<file path="src/rtl/sps_pkg.sv">
// Shared types, constants and the coil lookup for the stepper position sequencer.
package sps_pkg;

   localparam int SPS_POSITION_BITS = 32;
   localparam int SPS_COUNT_BITS    = 16;
   localparam int SPS_OUT_POS_BITS  = 32;
   localparam int SPS_COIL_BITS     = 4;
   localparam int SPS_ADDR_BITS     = 4;
   localparam int SPS_DATA_BITS     = 32;

   typedef enum logic [1:0] {
      ACT_TICK     = 2'd0,
      ACT_FORWARD  = 2'd1,
      ACT_BACKWARD = 2'd2,
      ACT_STOP     = 2'd3
   } action_type;

   typedef enum logic [1:0] {
      REG_FULL_STEP = 2'd0,
      REG_FREE_RUN  = 2'd1,
      REG_PAUSE     = 2'd2,
      REG_NONE      = 2'd3
   } reg_index_type;

   typedef struct packed {
      logic full_step;
      logic free_run;
      logic pause;
   } cfg_type;

   localparam cfg_type CFG_RESET = '{full_step: 1'b1, free_run: 1'b0, pause: 1'b0};

   localparam logic [SPS_COIL_BITS-1:0] PHASE_TABLE [8] = '{
      4'b0001, 4'b0011, 4'b0010, 4'b0110,
      4'b0100, 4'b1100, 4'b1000, 4'b1001
   };

   localparam logic [2:0] PHASE_MASK      = 3'h7;
   localparam logic [2:0] FULL_STEP_MASK  = 3'h6;

   // Active-low coil pattern for the low position bits.
   function automatic logic [SPS_COIL_BITS-1:0] coil_pattern(input logic [2:0] idx,
                                                             input logic       full);
      logic [2:0] sel;
      sel = idx & PHASE_MASK;
      if (full) begin
         sel = sel & FULL_STEP_MASK;
      end
      return ~PHASE_TABLE[sel];
   endfunction

   localparam logic [SPS_COIL_BITS-1:0] COIL_RESET = ~PHASE_TABLE[0];

endpackage

</file>
<file path="src/rtl/sps_chan_if.sv">
// Valid/ready channel interfaces for command words and result words.
interface stepper_req_if
   import sps_pkg::*;
();
   logic                      valid;
   logic                      ready;
   logic [1:0]                action;
   logic [SPS_COUNT_BITS-1:0] step_count;

   modport source (output valid, output action, output step_count, input ready);
   modport sink   (input valid, input action, input step_count, output ready);
endinterface

interface stepper_rsp_if
   import sps_pkg::*;
();
   logic                               valid;
   logic                               ready;
   logic [SPS_COIL_BITS-1:0]           coil_drive;
   logic signed [SPS_OUT_POS_BITS-1:0] position;
   logic                               moving;

   modport source (output valid, output coil_drive, output position, output moving,
                   input ready);
   modport sink   (input valid, input coil_drive, input position, input moving,
                   output ready);
endinterface

</file>
<file path="src/rtl/sps_csr.sv">
// APB register file holding the full_step, free_run and pause controls.
module sps_csr
   import sps_pkg::*;
(
   input  logic                     clock,
   input  logic                     reset,
   input  logic                     psel,
   input  logic                     penable,
   input  logic                     pwrite,
   input  logic [SPS_ADDR_BITS-1:0] paddr,
   input  logic [SPS_DATA_BITS-1:0] pwdata,
   output logic [SPS_DATA_BITS-1:0] prdata,
   output logic                     pready,
   output cfg_type                  cfg
);

   cfg_type       cfg_ff;
   cfg_type       cfg_in;
   reg_index_type index;
   logic          wr_en;

   assign index  = reg_index_type'(paddr[SPS_ADDR_BITS-1:2]);
   assign pready = 1'b1;
   assign wr_en  = psel && penable && pwrite && pready;

   always_comb begin
      cfg_in = cfg_ff;
      if (wr_en) begin
         unique case (index)
            REG_FULL_STEP: cfg_in.full_step = pwdata[0];
            REG_FREE_RUN:  cfg_in.free_run  = pwdata[0];
            REG_PAUSE:     cfg_in.pause     = pwdata[0];
            default:       cfg_in = cfg_ff;
         endcase
      end
   end

   always_comb begin
      unique case (index)
         REG_FULL_STEP: prdata = SPS_DATA_BITS'(cfg_ff.full_step);
         REG_FREE_RUN:  prdata = SPS_DATA_BITS'(cfg_ff.free_run);
         REG_PAUSE:     prdata = SPS_DATA_BITS'(cfg_ff.pause);
         default:       prdata = '0;
      endcase
   end

   always_ff @(posedge clock) begin
      if (reset) begin
         cfg_ff <= CFG_RESET;
      end else begin
         cfg_ff <= cfg_in;
      end
   end

   assign cfg = cfg_ff;

endmodule

</file>
<file path="src/rtl/sps_core.sv">
// Command register, position/target update and result register of the sequencer.
module sps_core
   import sps_pkg::*;
#(
   parameter int POSITION_BITS = SPS_POSITION_BITS
) (
   input  logic          clock,
   input  logic          reset,
   input  cfg_type       cfg,
   stepper_req_if.sink   req_chan,
   stepper_rsp_if.source rsp_chan
);

   // command register
   logic                      cmd_valid_ff;
   logic                      cmd_valid_in;
   action_type                cmd_action_ff;
   action_type                cmd_action_in;
   logic [SPS_COUNT_BITS-1:0] cmd_count_ff;
   logic [SPS_COUNT_BITS-1:0] cmd_count_in;

   // motion state, which also serves as the result register
   logic [POSITION_BITS-1:0]  cur_ff;
   logic [POSITION_BITS-1:0]  cur_in;
   logic [POSITION_BITS-1:0]  tgt_ff;
   logic [POSITION_BITS-1:0]  tgt_in;
   logic [SPS_COIL_BITS-1:0]  coil_ff;
   logic [SPS_COIL_BITS-1:0]  coil_in;
   logic                      rsp_valid_ff;
   logic                      rsp_valid_in;

   logic                      out_free;
   logic                      advance;
   logic                      req_take;
   logic                      step_up;
   logic                      step_dn;
   logic [POSITION_BITS-1:0]  cur_inc;
   logic [POSITION_BITS-1:0]  cur_dec;
   logic [POSITION_BITS-1:0]  count_ext;

   assign out_free       = !rsp_valid_ff || rsp_chan.ready;
   assign advance        = cmd_valid_ff && out_free;
   assign req_chan.ready = !cmd_valid_ff || out_free;
   assign req_take       = req_chan.valid && req_chan.ready;

   always_comb begin
      cmd_valid_in  = cmd_valid_ff;
      cmd_action_in = cmd_action_ff;
      cmd_count_in  = cmd_count_ff;
      if (req_take) begin
         cmd_valid_in  = 1'b1;
         cmd_action_in = action_type'(req_chan.action);
         cmd_count_in  = req_chan.step_count;
      end else if (out_free) begin
         cmd_valid_in  = 1'b0;
      end
   end

   assign rsp_valid_in = out_free ? cmd_valid_ff : rsp_valid_ff;

   assign step_up   = $signed(cur_ff) < $signed(tgt_ff);
   assign step_dn   = $signed(tgt_ff) < $signed(cur_ff);
   assign cur_inc   = cur_ff + POSITION_BITS'(1);
   assign cur_dec   = cur_ff - POSITION_BITS'(1);
   assign count_ext = POSITION_BITS'(cmd_count_ff);

   always_comb begin
      cur_in  = cur_ff;
      tgt_in  = tgt_ff;
      coil_in = coil_ff;
      if (advance) begin
         unique case (cmd_action_ff)
            ACT_FORWARD:  tgt_in = tgt_ff + count_ext;
            ACT_BACKWARD: tgt_in = tgt_ff - count_ext;
            ACT_STOP:     tgt_in = cur_ff;
            ACT_TICK: begin
               // coil pattern latches only when a step is taken
               if (!cfg.pause && step_up) begin
                  cur_in  = cur_inc;
                  coil_in = coil_pattern(cur_inc[2:0], cfg.full_step);
                  if (cfg.free_run) begin
                     tgt_in = tgt_ff + POSITION_BITS'(1);
                  end
               end else if (!cfg.pause && step_dn) begin
                  cur_in  = cur_dec;
                  coil_in = coil_pattern(cur_dec[2:0], cfg.full_step);
                  if (cfg.free_run) begin
                     tgt_in = tgt_ff - POSITION_BITS'(1);
                  end
               end
            end
            default: cur_in = cur_ff;
         endcase
      end
   end

   always_ff @(posedge clock) begin
      if (reset) begin
         cmd_valid_ff <= 1'b0;
         rsp_valid_ff <= 1'b0;
         cur_ff       <= '0;
         tgt_ff       <= '0;
         coil_ff      <= COIL_RESET;
      end else begin
         cmd_valid_ff <= cmd_valid_in;
         rsp_valid_ff <= rsp_valid_in;
         cur_ff       <= cur_in;
         tgt_ff       <= tgt_in;
         coil_ff      <= coil_in;
      end
   end

   always_ff @(posedge clock) begin
      cmd_action_ff <= cmd_action_in;
      cmd_count_ff  <= cmd_count_in;
   end

   assign rsp_chan.valid      = rsp_valid_ff;
   assign rsp_chan.coil_drive = coil_ff;
   // sign-extend or keep the low word, depending on the position width
   assign rsp_chan.position   = SPS_OUT_POS_BITS'($signed(cur_ff));
   assign rsp_chan.moving     = cur_ff != tgt_ff;

endmodule

</file>
<file path="src/rtl/stepper_position_sequencer.sv">
// Top level of the four-coil stepper position sequencer.
//
// Usage:
//   req_chan carries one command word: action (tick, forward, backward, stop)
//   and step_count, used by forward and backward only.
//   rsp_chan returns one result word for every command word: the active-low
//   coil pattern, the current position (32 bits) and a moving flag.
//   The APB port (psel .. pready) holds full_step at 0x0, free_run at 0x4 and
//   pause at 0x8; writes elsewhere are dropped. pready is always high.
//   Change the controls only while no word is in flight.
// Timing:
//   A command word enters a command register; once the result register is free it is
//   applied to the position, target and coil registers, which hold the result.
//   One word per cycle is taken sustained while rsp_chan is ready; the command register
//   and the result register each hold one word.
// Reset (synchronous, active high): position and target return to zero, the
//   coil pattern to 4'hE, full_step to 1, free_run and pause to 0.
// Stall: while rsp_chan is held off, the result stays put and one further word
//   is accepted into the command register; then req_chan.ready drops.
module stepper_position_sequencer
   import sps_pkg::*;
#(
   parameter int POSITION_BITS = SPS_POSITION_BITS
) (
   input  logic                     clock,
   input  logic                     reset,
   stepper_req_if.sink              req_chan,
   stepper_rsp_if.source            rsp_chan,
   input  logic                     psel,
   input  logic                     penable,
   input  logic                     pwrite,
   input  logic [SPS_ADDR_BITS-1:0] paddr,
   input  logic [SPS_DATA_BITS-1:0] pwdata,
   output logic [SPS_DATA_BITS-1:0] prdata,
   output logic                     pready
);

   cfg_type cfg;

   sps_csr u_csr (
      .clock   (clock),
      .reset   (reset),
      .psel    (psel),
      .penable (penable),
      .pwrite  (pwrite),
      .paddr   (paddr),
      .pwdata  (pwdata),
      .prdata  (prdata),
      .pready  (pready),
      .cfg     (cfg)
   );

   sps_core #(
      .POSITION_BITS (POSITION_BITS)
   ) u_core (
      .clock    (clock),
      .reset    (reset),
      .cfg      (cfg),
      .req_chan (req_chan),
      .rsp_chan (rsp_chan)
   );

endmodule

</file>
<file path="src/flat_wrapper.sv">
// flat-port wrapper written by rule: the top's interface ports become plain ports
module stepper_position_sequencer_flat import sps_pkg::*;
#(
   parameter int POSITION_BITS = SPS_POSITION_BITS
)
  (clock, reset, psel, penable, pwrite, paddr, pwdata, prdata, pready, req_chan_valid, req_chan_action, req_chan_step_count, req_chan_ready, rsp_chan_valid, rsp_chan_coil_drive, rsp_chan_position, rsp_chan_moving, rsp_chan_ready);
  stepper_req_if req_chan_i ();
  stepper_rsp_if rsp_chan_i ();
  input  logic clock;
  input  logic reset;
  input  logic psel;
  input  logic penable;
  input  logic pwrite;
  input  logic [SPS_ADDR_BITS-1:0] paddr;
  input  logic [SPS_DATA_BITS-1:0] pwdata;
  output logic [SPS_DATA_BITS-1:0] prdata;
  output logic pready;
  input wire logic [$bits(req_chan_i.valid)-1:0] req_chan_valid;
  input wire logic [$bits(req_chan_i.action)-1:0] req_chan_action;
  input wire logic [$bits(req_chan_i.step_count)-1:0] req_chan_step_count;
  output wire logic [$bits(req_chan_i.ready)-1:0] req_chan_ready;
  output wire logic [$bits(rsp_chan_i.valid)-1:0] rsp_chan_valid;
  output wire logic [$bits(rsp_chan_i.coil_drive)-1:0] rsp_chan_coil_drive;
  output wire logic [$bits(rsp_chan_i.position)-1:0] rsp_chan_position;
  output wire logic [$bits(rsp_chan_i.moving)-1:0] rsp_chan_moving;
  input wire logic [$bits(rsp_chan_i.ready)-1:0] rsp_chan_ready;
  assign req_chan_i.valid = req_chan_valid;
  assign req_chan_i.action = req_chan_action;
  assign req_chan_i.step_count = req_chan_step_count;
  assign req_chan_ready = req_chan_i.ready;
  assign rsp_chan_valid = rsp_chan_i.valid;
  assign rsp_chan_coil_drive = rsp_chan_i.coil_drive;
  assign rsp_chan_position = rsp_chan_i.position;
  assign rsp_chan_moving = rsp_chan_i.moving;
  assign rsp_chan_i.ready = rsp_chan_ready;
  stepper_position_sequencer #(.POSITION_BITS(POSITION_BITS)) u_core (.clock(clock), .reset(reset), .req_chan(req_chan_i), .rsp_chan(rsp_chan_i), .psel(psel), .penable(penable), .pwrite(pwrite), .paddr(paddr), .pwdata(pwdata), .prdata(prdata), .pready(pready));
endmodule
</file>
<file path="config.mk">
export PLATFORM = sky130hd
export DESIGN_NAME = stepper_position_sequencer_flat
export DESIGN_NICKNAME = d
export VERILOG_FILES = /design/src/rtl/sps_pkg.sv /design/src/rtl/sps_chan_if.sv /design/src/rtl/sps_csr.sv /design/src/rtl/sps_core.sv /design/src/rtl/stepper_position_sequencer.sv /design/src/flat_wrapper.sv
export SDC_FILE = /design/constraint.sdc
export NUM_CORES = 1
export LEC_CHECK = 0
export BUFFER_PORTS_ARGS = -buffer_cell sky130_fd_sc_hd__buf_4
export CAP_MARGIN = 10
export CORE_MARGIN = 5
export CORE_UTILIZATION = 55
export CTS_CLUSTER_DIAMETER = 80
export DETAILED_ROUTE_END_ITERATION = 6
export PLACE_DENSITY = 0.78
export SLEW_MARGIN = 20
export SYNTH_ARGS = -nofsm -noshare
export SYNTH_HDL_FRONTEND = slang
export SYNTH_SLANG_ARGS = --single-unit
export TNS_END_PERCENT = 10
</file>
<file path="constraint.sdc">
create_clock -name clock -period 5.65 [get_ports clock]
set_input_delay 1.695 -clock clock [delete_from_list [all_inputs] [get_ports clock]]
set_output_delay 1.695 -clock clock [all_outputs]
set_load 0.01 [all_outputs]
</file>
## After elaboration in Yosys (flattened, before gate mapping)

Memory sizes are Yosys's and may differ from the RTL's.
Cells that the tools add are included.

- Flip-flop bits (word level): 91
- Bits in latches: 0
- Memory bits (writable): 0
- Memory bits (read-only): 64
- Input bits: 61
- Output and inout port bits: 72
- Logic and storage cells: 79
- Memories: 2

Memories:

| name | words | width | read ports | clocked after memory_dff | write ports | RTL line | text |
|---|---|---|---|---|---|---|---|
| (name not given) | 8 | 4 | 1 | 0 | 0 | sps_pkg.sv:49 | `return ~PHASE_TABLE[sel];` |
| (name not given) | 8 | 4 | 1 | 0 | 0 | sps_pkg.sv:49 |  |

- $add $sub $neg: 6
- $mul: 0
- Div/mod/pow operators: 0
- $lt $le $gt $ge: 4
- Equality and inequality tests: 8
- Shifts and indexed selects: 0
- Muxes and demuxes: 25
- Bitwise logic cells: 4
- Reduce and logical (&&, ||, !) cells: 20

Operators with widths:

| kind | count |
|---|---|
| 2-to-1 mux 32 bit | 6 |
| one-hot mux 32 bit (4 select lines) | 1 |
| adder 32 x 1 -> 32 bit (second input constant) | 2 |
| less-than comparator 32 bit | 2 |
| subtractor 32 x 1 -> 32 bit (second input constant) | 2 |
| adder 32 x 16 -> 32 bit | 1 |
| inequality test 32 bit | 1 |
| subtractor 32 x 16 -> 32 bit | 1 |
| 2-to-1 mux 4 bit | 6 |
| 2-to-1 mux 3 bit | 7 |
| greater-or-equal comparator 4 bit (second input constant) | 2 |
| NOT 3 -> 4 bit | 2 |
| NOT 4 bit | 2 |
| == test 2 bit (second input constant) | 3 |
| logical AND 1 bit | 6 |
| AND reduction 2 bit | 3 |
| AND reduction 3 bit | 2 |
| == test 2 x 1 -> 1 bit (second input constant) | 2 |
| logical NOT 2 bit | 2 |
| 2-to-1 mux 1 bit | 4 |
| nonzero test 2 bit | 2 |
| logical NOT 1 bit | 3 |
| inequality test 3 bit (second input constant) | 1 |
| one-hot mux 1 bit (3 select lines) | 1 |
| other kinds (2) | 3 |

## Longest topological paths before layout

- Depth in word-level cells: 13
- Mapped depth: 24
- Mapped depth without buffers: 22

## By module

From an unflattened synthesis, not the netlist that was laid out.

- Cell total of the unflattened synthesis: 1090
- Area total of the unflattened synthesis: 8274.2 um^2

By module, submodules not included:

| module | instances | cells an instance | area each (um^2) | sequential area each (um^2) |
|---|---|---|---|---|
| sps_core | 1 | 1037 | 7858.8 | 1941.9 |
| sps_csr | 1 | 53 | 415.4 | 60.1 |

## Worst setup path before layout

No wires, ideal clock.

- Path kind: flip-flop to flip-flop
- Start: register u_core.u_core.cur_ff[9], in the netlist u_core.u_core.rsp_chan.position[9]
- End: register u_core.u_core.tgt_ff[26]
- Library setup time: 0.078 ns
- Arrival time: 5.053 ns
- Data required time: 5.572 ns
- Slack: 0.519 ns
- Cell stages (with the launch flop): 23
- Buffers on the path: 2
- Clock period less this slack: 5.131 ns
- Cell sequence: dfxtp_1 clkbuf_1 inv_1 ha_1 nand4_1 or4_1 a21o_1 a31oi_1 o22ai_2 nor2_2 nor2_1 a211oi_1 a21oi_1 ha_1 clkbuf_1 and4_1 a221oi_1 nand2_1 a31o_2 o2111ai_1 a21oi_1 o31a_1 nor3_1

- Longest elaborated chain between the ends: 4
- Elaborated cells between the ends (all ways): 8
- Classes of those cells: order compare (2); eq/ne (1); mux (2); reduce/logical (3)

RTL lines:

| what | RTL line | text |
|---|---|---|
| from (decl) | sps_core.sv:23 | `logic [POSITION_BITS-1:0] cur_ff;` |
| from (signal assigned) | sps_core.sv:107 | `cur_ff <= cur_in;` |
| less-than comparator 32 bit, on equally long branches | sps_core.sv:61, sps_core.sv:62 |  |
| logical AND 1 bit, on equally long branches | sps_core.sv:78, sps_core.sv:84 |  |
| 2-to-1 mux 32 bit / inequality test 3 bit (equally long branches) | n/a |  |
| one-hot mux 32 bit (4 select lines) / AND reduction 3 bit (equally long branches) | n/a |  |
| to (signal assigned) | sps_core.sv:108 | `tgt_ff <= tgt_in;` |
| to (decl) | sps_core.sv:25 | `logic [POSITION_BITS-1:0] tgt_ff;` |

Parallel ways exist; a longest one is shown, timed or not.
A chain may end at the register's enable or synchronous reset.

## Worst setup path in the final report

- Start: register u_core.u_core.cur_ff[8], in the netlist u_core.u_core.rsp_chan.position[8]
- End: register u_core.u_core.tgt_ff[26]

The elaborated chain is that of the path after synthesis.

==> flow_metrics.tcl <==
set metrics [dict create \
    ys.flop_type "dfxtp_1" \
    crit_type "flip-flop to flip-flop" \
    cp_max_fo 6 \
    first_iter_violations 707 \
    slew_headroom 0.291 \
    nFillCells 1362 \
    cts_setup_buffers 0 \
    hold_class "flip-flop to flip-flop" \
    hold_viol 0 \
    min_to "u_core.u_core.rsp_chan.coil_drive[0]$_SDFFE_PP0P_" \
    grt.total_usage 0.246 \
    min_period_over_period 0.948 \
    outcome "completed" \
    vias 8598 \
    synth-seq-area-share 0.233 \
    max-vdd-ir-drop_mv 0.167 \
    gp_congestion 0.929 \
    ys_warn_count 0 \
    cpPeakStageDelay_ps 560 \
    vias_per_cell 6.18 \
    maxCapViolCount 0 \
    avgSynthCellArea_um2 7.67 \
    finalInstanceArea_mm2 0.00951 \
    num_rows 45 \
    drt-pass1-iter-count 7 \
    die_area_mm2 0.0183 \
    setup_viol 0 \
    ant_nets 0 \
    syn-cell-area_mm2 0.00861 \
    skew_ps 10.3 \
    grt_pass1_vias 7659 \
    synthCells 1123 \
    dieWidth_um 135 \
    drive_gt1_frac 0.140 \
    antenna_found_initial 0 \
    diodes 0 \
    cts-root-buf "clkbuf_16" \
    grt_pass1_wl_um 37100 \
    rr_worst_depth 21 \
    start_util 0.564 \
    finalSetupTns_ps 0 \
    finalNonFillerCells 1391 \
    die_h_um 135 \
    hold_path_startpoint "u_core.u_core.rsp_chan.coil_drive[0]$_SDFFE_PP0P_" \
    postPlaceCellArea_mm2 0.00920 \
    overflow 0 \
    ys_types 89 \
    arrival_ps 5640 \
    ioPinCount 133 \
    grt_max_degree 81 \
    synthArstFlopShare 0 \
    wl_per_cell_um 16.7 \
    final_common_cell "nor2_1" \
    p_leak_nw 3.84 \
    htree_levels 3 \
    clk_pin_slew_ps 70 \
    r2r_end "u_core.u_core.tgt_ff[26]$_SDFFE_PP0P_" \
    rrSetupSlack_ps 290 \
    area_growth_pct 10.5 \
    drcViolationCount 0 \
    worst_setup_path_end_kind "flip-flop" \
    max_freq_mhz 187 \
    reg2reg_from "u_core.u_core.rsp_chan.position[8]$_SDFFE_PP0P_" \
    worst_pin_slew_ps 1060 \
    fin_crit_ps 5360 \
    synth_edf_count 18 \
    cp-start-kind "flip-flop" \
    critical-path-slowest-cell "or4_1" \
    final_cell_mix "nor2_1 (117), buf_4 (103), nand2_1 (101)" \
    tritoncts "done" \
    crit_chain "inv_1, ha_1, nand4_1, or4_1, nor3_1, inv_1, nand2b_1, nor2_2, nor2_1, a211oi_1, a21oi_1, ha_1, nor2b_1, o31a_1, o211ai_1, nand2_1, a31o_2, o2111ai_1, a21oi_1, o31a_1, nor3_1" \
    hold_depth 2 \
    core-area_mm2 0.0153 \
    drv_slew 0 \
    dp.final_hpwl_um 17500 \
    cts_hold_buffers 0 \
    ys_ff_latch 91 \
    place_inst 1375 \
    drt-total-wl_um 23200 \
    cts_sinks 91 \
    fin_nets 1305 \
    crit_required_ps 5940 \
    port_buffers 67 \
    clkLatencyLatePin_ps 360 \
    p_per_area_mw_per_mm2 253 \
    cts.repair.resized 0 \
    rsz0062_at_grt "false" \
    cts_buffer_depth 2 \
    cts_buffers 9 \
]
[critical path: cells and delay by family (launching register included)]
family | cells | cell delay [ps]
AOI/OAI and AO/OA | 8 | 1850
buffers and inverters | 2 | 280
DFF | 1 | 490
adders and majority gates | 2 | 600
and+or+nand+nor | 9 | 2060
[cells by family (layout without fill, tap and decap cells)]
logic type	Yosys count	in the layout	share of synthesized area
and+or+nand+nor	432	432	0.250
AOI/OAI and AO/OA	302	302	0.240
buffers and inverters	148	175	0.0908
DFF	91	91	0.233
adders and majority gates	69	69	0.101
xor gates and xnor gates	62	62	0.0639
muxes	17	17	0.0212
other	2	32	0.000872
[synth_stat cells, drive strengths merged (7+ instances only)]
| cell type | instances | area (um2) |
|---|---|---|
| a211oi | 30 | 230 |
| a21o | 23 | 173 |
| a21oi | 86 | 430 |
| a311oi | 12 | 105 |
| a31oi | 10 | 62.6 |
| and3 | 14 | 90.1 |
| buf | 44 | 348 |
| clkbuf | 48 | 224 |
| dfxtp | 73 | 1460 |
| edfxtp | 18 | 541 |
| ha | 68 | 851 |
| inv | 56 | 210 |
| mux2 | 10 | 113 |
| mux2i | 7 | 70.1 |
| nand2 | 101 | 379 |
| nand2b | 10 | 62.6 |
| nand3 | 34 | 170 |
| nand4 | 27 | 169 |
| nor2 | 121 | 459 |
| nor2b | 7 | 43.8 |
| nor3 | 43 | 220 |
| nor3b | 7 | 52.6 |
| nor4 | 19 | 125 |
| o2111ai | 7 | 61.3 |
| o211ai | 15 | 113 |
| o21a | 7 | 52.6 |
| o21ai | 48 | 240 |
| o31ai | 10 | 75.1 |
| or3 | 14 | 88.8 |
| or4 | 7 | 56.3 |
| xnor2 | 48 | 420 |
| xor2 | 14 | 130 |
[where the power goes]
| part | total (mW) | internal [mW] | switching [mW] | leakage, nW |
|---|---|---|---|---|
| Clock | 0.623 | 0.332 | 0.291 | 0.144 |
| Sequential | 0.751 | 0.701 | 0.0496 | 0.770 |
| Combinational | 1.04 | 0.424 | 0.611 | 2.93 |
| Total | 2.41 | 1.46 | 0.952 | 3.84 |
[through the flow]
stage / setup WS, ps / power (mW) / hold slack, ps / utilization
2_1_floorplan: 519 / 1.53 / 453 / -
3_3_place_gp: 473 / 1.76 / 445 / 0.603
3_5_place_dp: 357 / 1.77 / 447 / 0.603
4_1_cts: 333 / 2.40 / 457 / 0.622
5_1_grt: 50.8 / 2.56 / 479 / 0.623
6_report: 293 / 2.41 / 457 / 0.623
[worst max-delay path by stage]
stage / start / slack, ps / endpoint / depth (start not counted)
5_1_grt: u_core.u_core.cmd_count_ff[0]$_DFFE_PP_ / 50 / u_core.u_core.tgt_ff[31]$_SDFFE_PP0P_ / 21
3_3_place_gp: u_core.u_core.rsp_chan.position[8]$_SDFFE_PP0P_ / 470 / u_core.u_core.tgt_ff[26]$_SDFFE_PP0P_ / 21
2_1_floorplan: u_core.u_core.rsp_chan.position[9]$_SDFFE_PP0P_ / 520 / u_core.u_core.tgt_ff[26]$_SDFFE_PP0P_ / 22
3_5_place_dp: u_core.u_core.cmd_count_ff[0]$_DFFE_PP_ / 360 / u_core.u_core.tgt_ff[31]$_SDFFE_PP0P_ / 21
4_1_cts: u_core.u_core.cmd_count_ff[0]$_DFFE_PP_ / 330 / u_core.u_core.tgt_ff[31]$_SDFFE_PP0P_ / 21
6_report: u_core.u_core.rsp_chan.position[8]$_SDFFE_PP0P_ / 290 / u_core.u_core.tgt_ff[26]$_SDFFE_PP0P_ / 21
[final cells by class]
| cell class | count | area [um2] | share of cell area |
|---|---|---|---|
| multi-input cells | 914 | 5970 | 0.627 |
| flip-flops and latches | 91 | 2000 | 0.210 |
| repair buffers | 103 | 773 | 0.0813 |
| well taps | 211 | 264 | 0.0278 |
| clock buffers | 11 | 254 | 0.0267 |
| inverters | 56 | 210 | 0.0221 |
| clock inverters | 5 | 41.3 | 0.00434 |
[layer usage]
layer  part of all wire  global-route usage  up-vias
li1                   -                   -     4184
met1               0.43               0.330     4063
met2               0.48               0.416      304
met3              0.060              0.0313       47
met4              0.025              0.0745        0
met5                  0                   0        -
[registers in the layout, summed over array words and instances, names as in the netlist]
signal	cells
u_core.u_core.cmd_valid_ff	1
u_core.u_core.rsp_chan.valid	1
u_core.u_csr.cfg	3
u_core.u_core.rsp_chan.position	32
u_core.u_core.cmd_count_ff	16
u_core.u_core.cmd_action_ff	2
u_core.u_core.rsp_chan.coil_drive	4
u_core.u_core.tgt_ff	32
Power figures use the tool's default switching activity.
